## config.mk

```make
export PLATFORM = sky130hd
export DESIGN_NAME = masked_categorical_label_sampler
export DESIGN_NICKNAME = d
export VERILOG_FILES = /design/src/design/mcls_pkg.sv /design/src/design/mcls_cell.sv /design/src/design/mcls_scan.sv /design/src/design/masked_categorical_label_sampler.sv
export VERILOG_INCLUDE_DIRS = /design/src /design/src/design
export SDC_FILE = /design/constraint.sdc
export NUM_CORES = 2
export LEC_CHECK = 0
export BUFFER_PORTS_ARGS = -buffer_cell sky130_fd_sc_hd__buf_2
export CELL_PAD_IN_SITES_DETAIL_PLACEMENT = 0
export CELL_PAD_IN_SITES_GLOBAL_PLACEMENT = 1
export CORE_UTILIZATION = 49
export DETAILED_ROUTE_END_ITERATION = 6
export HOLD_SLACK_MARGIN = 0.02
export PLACE_DENSITY_LB_ADDON = 0.1
export SLEW_MARGIN = 20
export SYNTH_ARGS = -nofsm -noshare
export SYNTH_HDL_FRONTEND = slang
export SYNTH_SLANG_ARGS = --single-unit
```

## constraint.sdc

```tcl
create_clock -name i_clk -period 9.2 [get_ports i_clk]
set_input_delay 1.84 -clock i_clk [delete_from_list [all_inputs] [get_ports i_clk]]
set_output_delay 1.84 -clock i_clk [all_outputs]
set_load 0.03 [all_outputs]
```

## src/design/assert_macros.svh

```systemverilog
// ----------------------------------------------------------------------------
// Assertion macros
// Shared concurrent assertion wrappers. Synthesis builds see empty bodies.
// ----------------------------------------------------------------------------
`ifndef ASSERT_MACROS_SVH
`define ASSERT_MACROS_SVH
`ifndef SYNTHESIS
`define ASSERT_CLKD(label, clk, rst_n, prop) \
    label: assert property (@(posedge clk) disable iff (!rst_n) prop) \
        else $error("assertion failed");
`define ASSERT_ALWAYS(label, clk, prop) \
    label: assert property (@(posedge clk) prop) \
        else $error("assertion failed");
`else
`define ASSERT_CLKD(label, clk, rst_n, prop)
`define ASSERT_ALWAYS(label, clk, prop)
`endif
`endif

```

## src/design/mcls_pkg.sv

```systemverilog
// ----------------------------------------------------------------------------
// mcls_pkg
// Shared types and fixed constants of the masked categorical label sampler.
// ----------------------------------------------------------------------------
package mcls_pkg;

    // Fixed field widths.
    localparam int LABEL_BITS = 8;
    localparam int UNI_BITS   = 16;
    localparam int INV_BITS   = 17;

    // 1.0 in unsigned Q1.16.
    localparam logic [INV_BITS-1:0] INV_ONE = 17'h10000;

    // Control broadcast to every storage cell.
    typedef struct packed {
        logic load;   // write the cell whose index matches
        logic shift;  // cells take the next cell's weight, the tail zero
    } t_cell_ctl;

    // Control of the scan accumulator.
    typedef struct packed {
        logic start;  // clear the running sum and index
        logic step;   // add the head weight and advance
    } t_scan_ctl;

endpackage

```

## src/design/mcls_cell.sv

```systemverilog
// ----------------------------------------------------------------------------
// mcls_cell
// One weight slot of the storage chain. It is written by index while a row is
// loaded and hands its weight towards the head of the chain during the scan.
// ----------------------------------------------------------------------------
module mcls_cell #(
    parameter int WEIGHT_BITS = 16,
    parameter int CNT_W       = 4,
    parameter int IDX         = 0
) (
    input  logic                   i_clk,
    input  mcls_pkg::t_cell_ctl    i_ctl,
    input  logic [CNT_W-1:0]       i_wr_idx,
    input  logic [WEIGHT_BITS-1:0] i_wr_data,
    input  logic [WEIGHT_BITS-1:0] i_nb_data,
    output logic [WEIGHT_BITS-1:0] o_data
);

    logic [WEIGHT_BITS-1:0] r_weight;

    // Indexed write has priority over the shift; both never coincide.
    always_ff @(posedge i_clk) begin
        if (i_ctl.load && (i_wr_idx == CNT_W'(IDX))) begin
            r_weight <= i_wr_data;
        end else if (i_ctl.shift) begin
            r_weight <= i_nb_data;
        end
    end

    assign o_data = r_weight;

endmodule

```

## src/design/mcls_scan.sv

```systemverilog
// ----------------------------------------------------------------------------
// mcls_scan
// Running-sum accumulator at the head of the chain. It adds one weight per
// cycle and flags the first index whose sum reaches the threshold.
// ----------------------------------------------------------------------------
module mcls_scan #(
    parameter int WEIGHT_BITS = 16,
    parameter int TOT_W       = 20,
    parameter int CNT_W       = 4,
    parameter int CHOSEN_W    = 5
) (
    input  logic                                 i_clk,
    input  logic                                 i_rst_n,
    input  mcls_pkg::t_scan_ctl                  i_ctl,
    input  logic [WEIGHT_BITS-1:0]               i_head,
    input  logic [TOT_W+mcls_pkg::UNI_BITS-1:0]  i_threshold,
    input  logic [CNT_W-1:0]                     i_last_idx,
    output logic                                 o_hit,
    output logic [CHOSEN_W-1:0]                  o_pick
);

    localparam int THR_W = TOT_W + mcls_pkg::UNI_BITS;

    logic [TOT_W-1:0] r_acm;
    logic [TOT_W-1:0] n_acm;
    logic [CNT_W-1:0] r_idx;
    logic [THR_W-1:0] w_scaled_sum;

    // Sum including the weight now at the head, scaled to the threshold's format.
    assign n_acm        = r_acm + TOT_W'(i_head);
    assign w_scaled_sum = {n_acm, {mcls_pkg::UNI_BITS{1'b0}}};

    // The final entry always satisfies the compare; the index check is a backstop.
    assign o_hit  = (w_scaled_sum >= i_threshold) || (r_idx == i_last_idx);
    assign o_pick = CHOSEN_W'(r_idx) + CHOSEN_W'(1);

    // Running sum holds data only.
    always_ff @(posedge i_clk) begin
        if (i_ctl.start) begin
            r_acm <= '0;
        end else if (i_ctl.step) begin
            r_acm <= n_acm;
        end
    end

    // Scan position.
    always_ff @(posedge i_clk) begin
        if (!i_rst_n) begin
            r_idx <= '0;
        end else if (i_ctl.start) begin
            r_idx <= '0;
        end else if (i_ctl.step) begin
            r_idx <= r_idx + CNT_W'(1);
        end
    end

endmodule

```

## src/design/masked_categorical_label_sampler.sv

```systemverilog
// ----------------------------------------------------------------------------
// masked_categorical_label_sampler
// An ordinary category is taken at one transfer per cycle. After the last
// transfer of a row, S_NOISE stores the scaled noise weight, S_THR forms the
// threshold, then the chain shifts one weight a cycle into the scan
// accumulator; o_valid is registered from the hit. The input is ready again
// from the cycle in which o_valid rises; a result still held by the sink
// delays the end of the scan. Reset is synchronous; the weight chain is not
// cleared, only state, count, total, o_valid, scan index and config register.
// ----------------------------------------------------------------------------
`include "assert_macros.svh"

module masked_categorical_label_sampler #(
    parameter int MAX_CATEGORIES = 16,
    parameter int WEIGHT_BITS    = 16
) (
    input  logic                                          i_clk,
    input  logic                                          i_rst_n,
    // Configuration
    input  logic                                          i_cfg_we,
    input  logic [mcls_pkg::INV_BITS-1:0]                 i_cfg_wdata,
    // Input channel
    input  logic                                          i_valid,
    output logic                                          o_ready,
    input  logic [WEIGHT_BITS-1:0]                        i_weight,
    input  logic [mcls_pkg::LABEL_BITS-1:0]               i_label,
    input  logic [mcls_pkg::LABEL_BITS-1:0]               i_observed,
    input  logic [mcls_pkg::UNI_BITS-1:0]                 i_uniform,
    input  logic                                          i_last,
    // Output channel
    output logic                                          o_valid,
    input  logic                                          i_ready,
    output logic [$clog2(MAX_CATEGORIES+1)-1:0]           o_chosen
);

    localparam int CNT_W    = $clog2(MAX_CATEGORIES);
    localparam int CHOSEN_W = $clog2(MAX_CATEGORIES + 1);
    localparam int TOT_W    = WEIGHT_BITS + $clog2(MAX_CATEGORIES);
    localparam int THR_W    = TOT_W + mcls_pkg::UNI_BITS;
    localparam int PROD_W   = WEIGHT_BITS + mcls_pkg::INV_BITS;
    localparam logic [CNT_W-1:0] CNT_LIMIT = CNT_W'(MAX_CATEGORIES - 1);

    localparam logic [1:0] S_IDLE  = 2'd0;
    localparam logic [1:0] S_NOISE = 2'd1;
    localparam logic [1:0] S_THR   = 2'd2;
    localparam logic [1:0] S_SCAN  = 2'd3;

    logic [1:0]                      r_state;
    logic [1:0]                      n_state;
    logic [mcls_pkg::INV_BITS-1:0]   r_inv_levels;
    logic [CNT_W-1:0]                r_count;
    logic [CNT_W-1:0]                r_last_idx;
    logic [TOT_W-1:0]                r_total;
    logic [WEIGHT_BITS-1:0]          r_noise;
    logic [mcls_pkg::UNI_BITS-1:0]   r_uni;
    logic [THR_W-1:0]                r_thr;
    logic                            r_out_valid;
    logic [CHOSEN_W-1:0]             r_chosen;

    logic                            w_accept;
    logic                            w_slot_free;
    logic [mcls_pkg::INV_BITS-1:0]   w_inv_sat;
    logic [PROD_W-1:0]               w_prod;
    logic [WEIGHT_BITS-1:0]          w_kept;
    logic                            w_store;
    logic                            w_hit;
    logic [CHOSEN_W-1:0]             w_pick;
    logic                            w_finish;
    mcls_pkg::t_cell_ctl             w_cell_ctl;
    mcls_pkg::t_scan_ctl             w_scan_ctl;
    logic [WEIGHT_BITS-1:0]          w_wr_data;
    logic [WEIGHT_BITS-1:0]          w_cell_q [MAX_CATEGORIES];

    // Handshake and datapath helpers.
    assign o_ready     = (r_state == S_IDLE);
    assign w_accept    = i_valid && o_ready;
    assign w_slot_free = !r_out_valid || i_ready;
    assign w_kept      = (i_label == i_observed) ? i_weight : '0;
    assign w_store     = w_accept && !i_last && (r_count < CNT_LIMIT);
    assign w_inv_sat   = r_inv_levels[mcls_pkg::INV_BITS-1] ? mcls_pkg::INV_ONE
                                                            : r_inv_levels;
    assign w_prod      = PROD_W'(i_weight) * PROD_W'(w_inv_sat);
    assign w_finish    = (r_state == S_SCAN) && w_hit && w_slot_free;

    // Cell and scan control.
    always_comb begin
        w_cell_ctl.load  = w_store || (r_state == S_NOISE);
        w_cell_ctl.shift = (r_state == S_SCAN) && !w_hit;
        w_wr_data        = (r_state == S_NOISE) ? r_noise : w_kept;
        w_scan_ctl.start = (r_state == S_THR);
        w_scan_ctl.step  = (r_state == S_SCAN) && !w_hit;
    end

    // Next state.
    always_comb begin
        n_state = r_state;
        unique case (r_state)
            S_IDLE: begin
                if (w_accept && i_last) begin
                    n_state = S_NOISE;
                end
            end
            S_NOISE: begin
                n_state = S_THR;
            end
            S_THR: begin
                n_state = S_SCAN;
            end
            S_SCAN: begin
                if (w_finish) begin
                    n_state = S_IDLE;
                end
            end
            default: begin
                n_state = S_IDLE;
            end
        endcase
    end

    // Control registers.
    always_ff @(posedge i_clk) begin
        if (!i_rst_n) begin
            r_state      <= S_IDLE;
            r_inv_levels <= mcls_pkg::INV_ONE;
            r_count      <= '0;
            r_total      <= '0;
            r_out_valid  <= 1'b0;
        end else begin
            r_state <= n_state;
            if (i_cfg_we) begin
                r_inv_levels <= i_cfg_wdata;
            end
            if (w_store) begin
                r_count <= r_count + CNT_W'(1);
                r_total <= r_total + TOT_W'(w_kept);
            end else if (r_state == S_NOISE) begin
                r_total <= r_total + TOT_W'(r_noise);
            end else if (r_state == S_THR) begin
                r_count <= '0;
                r_total <= '0;
            end
            if (w_finish) begin
                r_out_valid <= 1'b1;
            end else if (i_ready) begin
                r_out_valid <= 1'b0;
            end
        end
    end

    // Payload registers of the row end.
    always_ff @(posedge i_clk) begin
        if (w_accept && i_last) begin
            r_noise <= w_prod[WEIGHT_BITS+15:16];
            r_uni   <= i_uniform;
        end
        if (r_state == S_NOISE) begin
            r_last_idx <= r_count;
        end
        if (r_state == S_THR) begin
            r_thr <= THR_W'(r_uni) * THR_W'(r_total);
        end
        if (w_finish) begin
            r_chosen <= w_pick;
        end
    end

    // Storage chain; the tail takes zero as it shifts towards the head.
    for (genvar g = 0; g < MAX_CATEGORIES; g++) begin : g_cell
        logic [WEIGHT_BITS-1:0] w_nb;
        if (g == MAX_CATEGORIES - 1) begin : g_tail
            assign w_nb = '0;
        end else begin : g_link
            assign w_nb = w_cell_q[g+1];
        end
        mcls_cell #(
            .WEIGHT_BITS (WEIGHT_BITS),
            .CNT_W       (CNT_W),
            .IDX         (g)
        ) u_cell (
            .i_clk     (i_clk),
            .i_ctl     (w_cell_ctl),
            .i_wr_idx  (r_count),
            .i_wr_data (w_wr_data),
            .i_nb_data (w_nb),
            .o_data    (w_cell_q[g])
        );
    end

    // Scan accumulator at the head of the chain.
    mcls_scan #(
        .WEIGHT_BITS (WEIGHT_BITS),
        .TOT_W       (TOT_W),
        .CNT_W       (CNT_W),
        .CHOSEN_W    (CHOSEN_W)
    ) u_scan (
        .i_clk       (i_clk),
        .i_rst_n     (i_rst_n),
        .i_ctl       (w_scan_ctl),
        .i_head      (w_cell_q[0]),
        .i_threshold (r_thr),
        .i_last_idx  (r_last_idx),
        .o_hit       (w_hit),
        .o_pick      (w_pick)
    );

    assign o_valid  = r_out_valid;
    assign o_chosen = r_chosen;

    // Checks.
    `ASSERT_CLKD(a_last_starts_noise, i_clk, i_rst_n,
        (w_accept && i_last) |=> (r_state == S_NOISE))
    `ASSERT_CLKD(a_noise_then_thr, i_clk, i_rst_n,
        (r_state == S_NOISE) |=> (r_state == S_THR))
    `ASSERT_CLKD(a_count_bound, i_clk, i_rst_n,
        r_count <= CNT_LIMIT)
    `ASSERT_CLKD(a_result_from_scan, i_clk, i_rst_n,
        $rose(r_out_valid) |-> ($past(r_state) == S_SCAN))

endmodule
```

==> flow_metrics.py <==
metrics = {
    "synthesis": {
        "yosys-top-cells-area": "edfxtp_1, fa_1, ha_1",
        "yosys.area.top_type": "edfxtp_1",
        "synth_edf_count": 333,
        "synth_nets": 4648,
        "syn_inst": 3835,
        "ys_seq_elements": 401,
        "yosys_warnings": 0,
        "syn_area_um2": 37440,
        "ys_seq_area_share_pct": 30.34,
        "netlist.area_leader.share_pct": 26.71,
        "synthDistinctLibCells": 72,
        "synth-main-ff-cell": "edfxtp_1",
        "syn_avg_cell_area_um2": 9.763,
        "ys_async_sr_fraction_pct": 0,
    },
    "global_route": {
        "grt_pass1_vias": 27537,
        "grtUsageTotal_pct": 25.16,
        "grt_util_met1_pct": 34.87,
        "overflow": 0,
        "grt_use_met2_pct": 41.65,
        "antenna_found_initial": 3,
        "grt_start_max_net_pins": 63,
        "grt_use_met3_pct": 3.509,
        "grt_busiest_layer": "met2",
        "grt_pass1_wl_um": 152300,
    },
    "final_layout": {
        "layout_commonest_cell": "nand2_1",
        "final_util_pct": 53.83,
        "fill_cells": 6781,
        "final_cells": 4833,
        "nets": 4641,
        "areaGrowthSynthToFinish_pct": 7.930,
        "final_layout_size_suffix_gt1_share_pct": 6.237,
        "n_antenna_cell": 0,
        "layout_common_cells": "nand2_1, inv_1, fa_1, edfxtp_1, and2_1",
        "fin_area_um2": 40410,
    },
    "critical_path": {
        "crit_family": "adder cells",
        "slowest_delay_ps": 780,
        "arrival_ps": 7810,
        "cp_num_buf_inv": 4,
        "startpoint_type": "flip-flop",
        "crit_fanout": 17,
        "end_kind": "flip-flop",
        "slowest_stage": "nor2b_2",
        "path_cells": "buf_4 > nor2b_2 > nand2_1 > fa_1 > fa_1 > fa_1 > inv_1 > fa_1 > fa_1 > inv_1 > fa_1 > inv_1 > ha_1 > a21o_1 > a21oi_1 > a31oi_1 > a211oi_2 > a21oi_2 > a21oi_4 > o21ai_1 > o41ai_2 > xnor2_1",
        "path_class": "reg2reg",
        "cpMostUsedCell": "fa_1",
        "required_ps": 9560,
    },
    "run": {
        "max-cap-violations": 0,
    },
    "place": {
        "dpl.hpwl_um": 70470,
        "place.gp.congestion": 0.8812,
        "pre_cts_slack_ps": 1238,
        "dp.cells": 4747,
        "portBuffers": 77,
        "dpl_cell_area_um2": 38790,
    },
    "sta": {
        "final_max_slew_viol_count": 0,
        "finalHoldWorstSlack_ps": 459.2,
        "setup_tns_ps": 0,
        "min_period_ps": 7450,
        "finalHoldViolations": 0,
        "layout_setup_ws_ps": 1750,
        "skew_ps": 42.02,
        "worst_slew_pin_slew_ps": 1121,
        "rsz0062_at_grt": "no",
        "setup_viol": 0,
        "maxSlewHeadroom_pct": 25.19,
        "fmax_ghz": 0.1342,
        "fin_crit_sh_pct": 80.98,
    },
    "routing": {
        "viasPerCell": 5.437,
        "route.detailed.drc": 0,
        "vias": 26278,
        "ant_nets": 0,
        "wl_um": 95130,
        "wl_per_cell_um": 19.68,
        "drtIter0Drc": 1711,
        "drtPass1Iterations": 5,
    },
    "power": {
        "powerDensity_nw_per_um2": 244.7,
        "power_leakage_nw": 18.34,
        "p_total_mw": 9.889,
        "peakVddDrop_uv": 268.7,
    },
    "clock_tree": {
        "clk_path_buf_depth": 3,
        "cts.htree.levels": 2,
        "cts_tree": "built",
        "cts_buffers": 48,
        "insertion_delay_ps": 630,
        "cts-root-buf": "clkbuf_16",
        "path_clk_slew_ps": 60,
        "holdBufCountCts": 0,
        "postCtsSetupBuffers": 0,
        "cts.sinks": 401,
        "postCtsResizedCells": 0,
    },
    "floorplanning": {
        "die_h_um": 278.4,
        "die_x_um": 278.4,
        "rows": 100,
        "coreArea_um2": 75070,
        "start_util_pct": 49.87,
        "io_pins": 78,
        "dieArea_um2": 77520,
    },
    "worst_hold_path": {
        "holdCritPathClass": "reg2reg",
    },
    "run_status": {
        "outcome": "finished clean",
    },
}
-- cells in the mapped netlist, types with 5 or more instances --
library cell / count
a211o_1: 6
a211oi_1: 18
a21o_1: 47
a21oi_1: 170
a22oi_1: 5
a31oi_1: 9
and2_1: 305
and3_1: 11
clkbuf_1: 182
dfxtp_1: 68
edfxtp_1: 333
fa_1: 459
ha_1: 283
inv_1: 578
mux2i_1: 38
nand2_1: 596
nand2b_1: 17
nand3_1: 24
nand3b_1: 7
nand4_1: 14
nor2_1: 156
nor2b_1: 35
nor3_1: 18
nor3b_1: 10
nor4_1: 5
o21a_1: 17
o21ai_0: 205
o21ai_1: 9
o21bai_1: 16
o31ai_1: 5
or3_1: 5
xnor2_1: 78
xor2_1: 34
-- power by group --
group          internal, mW  total, mW  switching (mW)  leakage [nW]
Combinational          2.06       5.27            3.21          14.0
Sequential             2.39       2.66           0.276          3.61
Clock                  1.14       1.96           0.817         0.770
-- final cells by class --
cell class                 count  area (µm²)  share of cell area (%)
multi-input combinational   2667       23260                   57.56
timing repair buffer         132       798.3                   1.975
inverter                     578        2170                   5.369
tap                          969        1212                   3.000
clock buffer                  60        1246                   3.084
clock inverter                26       360.3                  0.8917
sequential                   401       11360                   28.12
-- kinds of logic (layout without fill, tap and decap cells) --
| logic type | after synthesis | in the layout | synth area share (%) |
|---|---|---|---|
| xor gates and xnor gates | 112 | 112 | 2.620 |
| muxes | 41 | 41 | 1.106 |
| DFF | 401 | 401 | 30.34 |
| adders and majority gates | 742 | 742 | 34.00 |
| buffers and inverters | 767 | 796 | 7.703 |
| AOI/OAI and AO/OA | 554 | 554 | 8.856 |
| and+or+nand+nor | 1218 | 1218 | 15.37 |
-- sequential cells by signal, summed over array words and instances (netlist names) --
signal / cells
g_cell.u_cell.o_data: 256
o_chosen: 5
o_valid: 1
r_count: 4
r_inv_levels: 17
r_last_idx: 4
r_noise: 16
r_state: 2
r_thr: 36
r_total: 20
r_uni: 16
u_scan.r_acm: 20
u_scan.r_idx: 4
-- worst paths after layout --
check	start	to	slack, ps	depth (start not counted)
setup / recovery	r_inv_levels[16]$_SDFFE_PN1P_	r_noise[15]$_DFFE_PP_	1750	22
setup reg to reg	r_inv_levels[16]$_SDFFE_PN1P_	r_noise[15]$_DFFE_PP_	1750	22
hold reg to reg	u_scan.r_acm[12]$_SDFFE_PP0P_	u_scan.r_acm[12]$_SDFFE_PP0P_	460	2
hold / removal	u_scan.r_acm[12]$_SDFFE_PP0P_	u_scan.r_acm[12]$_SDFFE_PP0P_	460	2
-- metal layers --
layer / vias up / wire [µm]
li1: 12279 / -
met2: 672 / 44930
met5: - / 13
met3: 149 / 5252
met1: 13176 / 42720
met4: 2 / 2215
-- worst register-to-register path, stage by stage, from the launching register on --
cell      delay (ps)
dfxtp_1          610
buf_4            330
nor2b_2          780
nand2_1          180
fa_1             500
fa_1             530
fa_1             520
inv_1             50
fa_1             490
fa_1             490
inv_1             50
fa_1             470
inv_1             40
ha_1             310
a21o_1           170
a21oi_1          160
a31oi_1          130
a211oi_2         470
a21oi_2          180
a21oi_4          220
o21ai_1          110
o41ai_2          280
xnor2_1          120
Note: power is estimated with default switching activity, not from simulation.
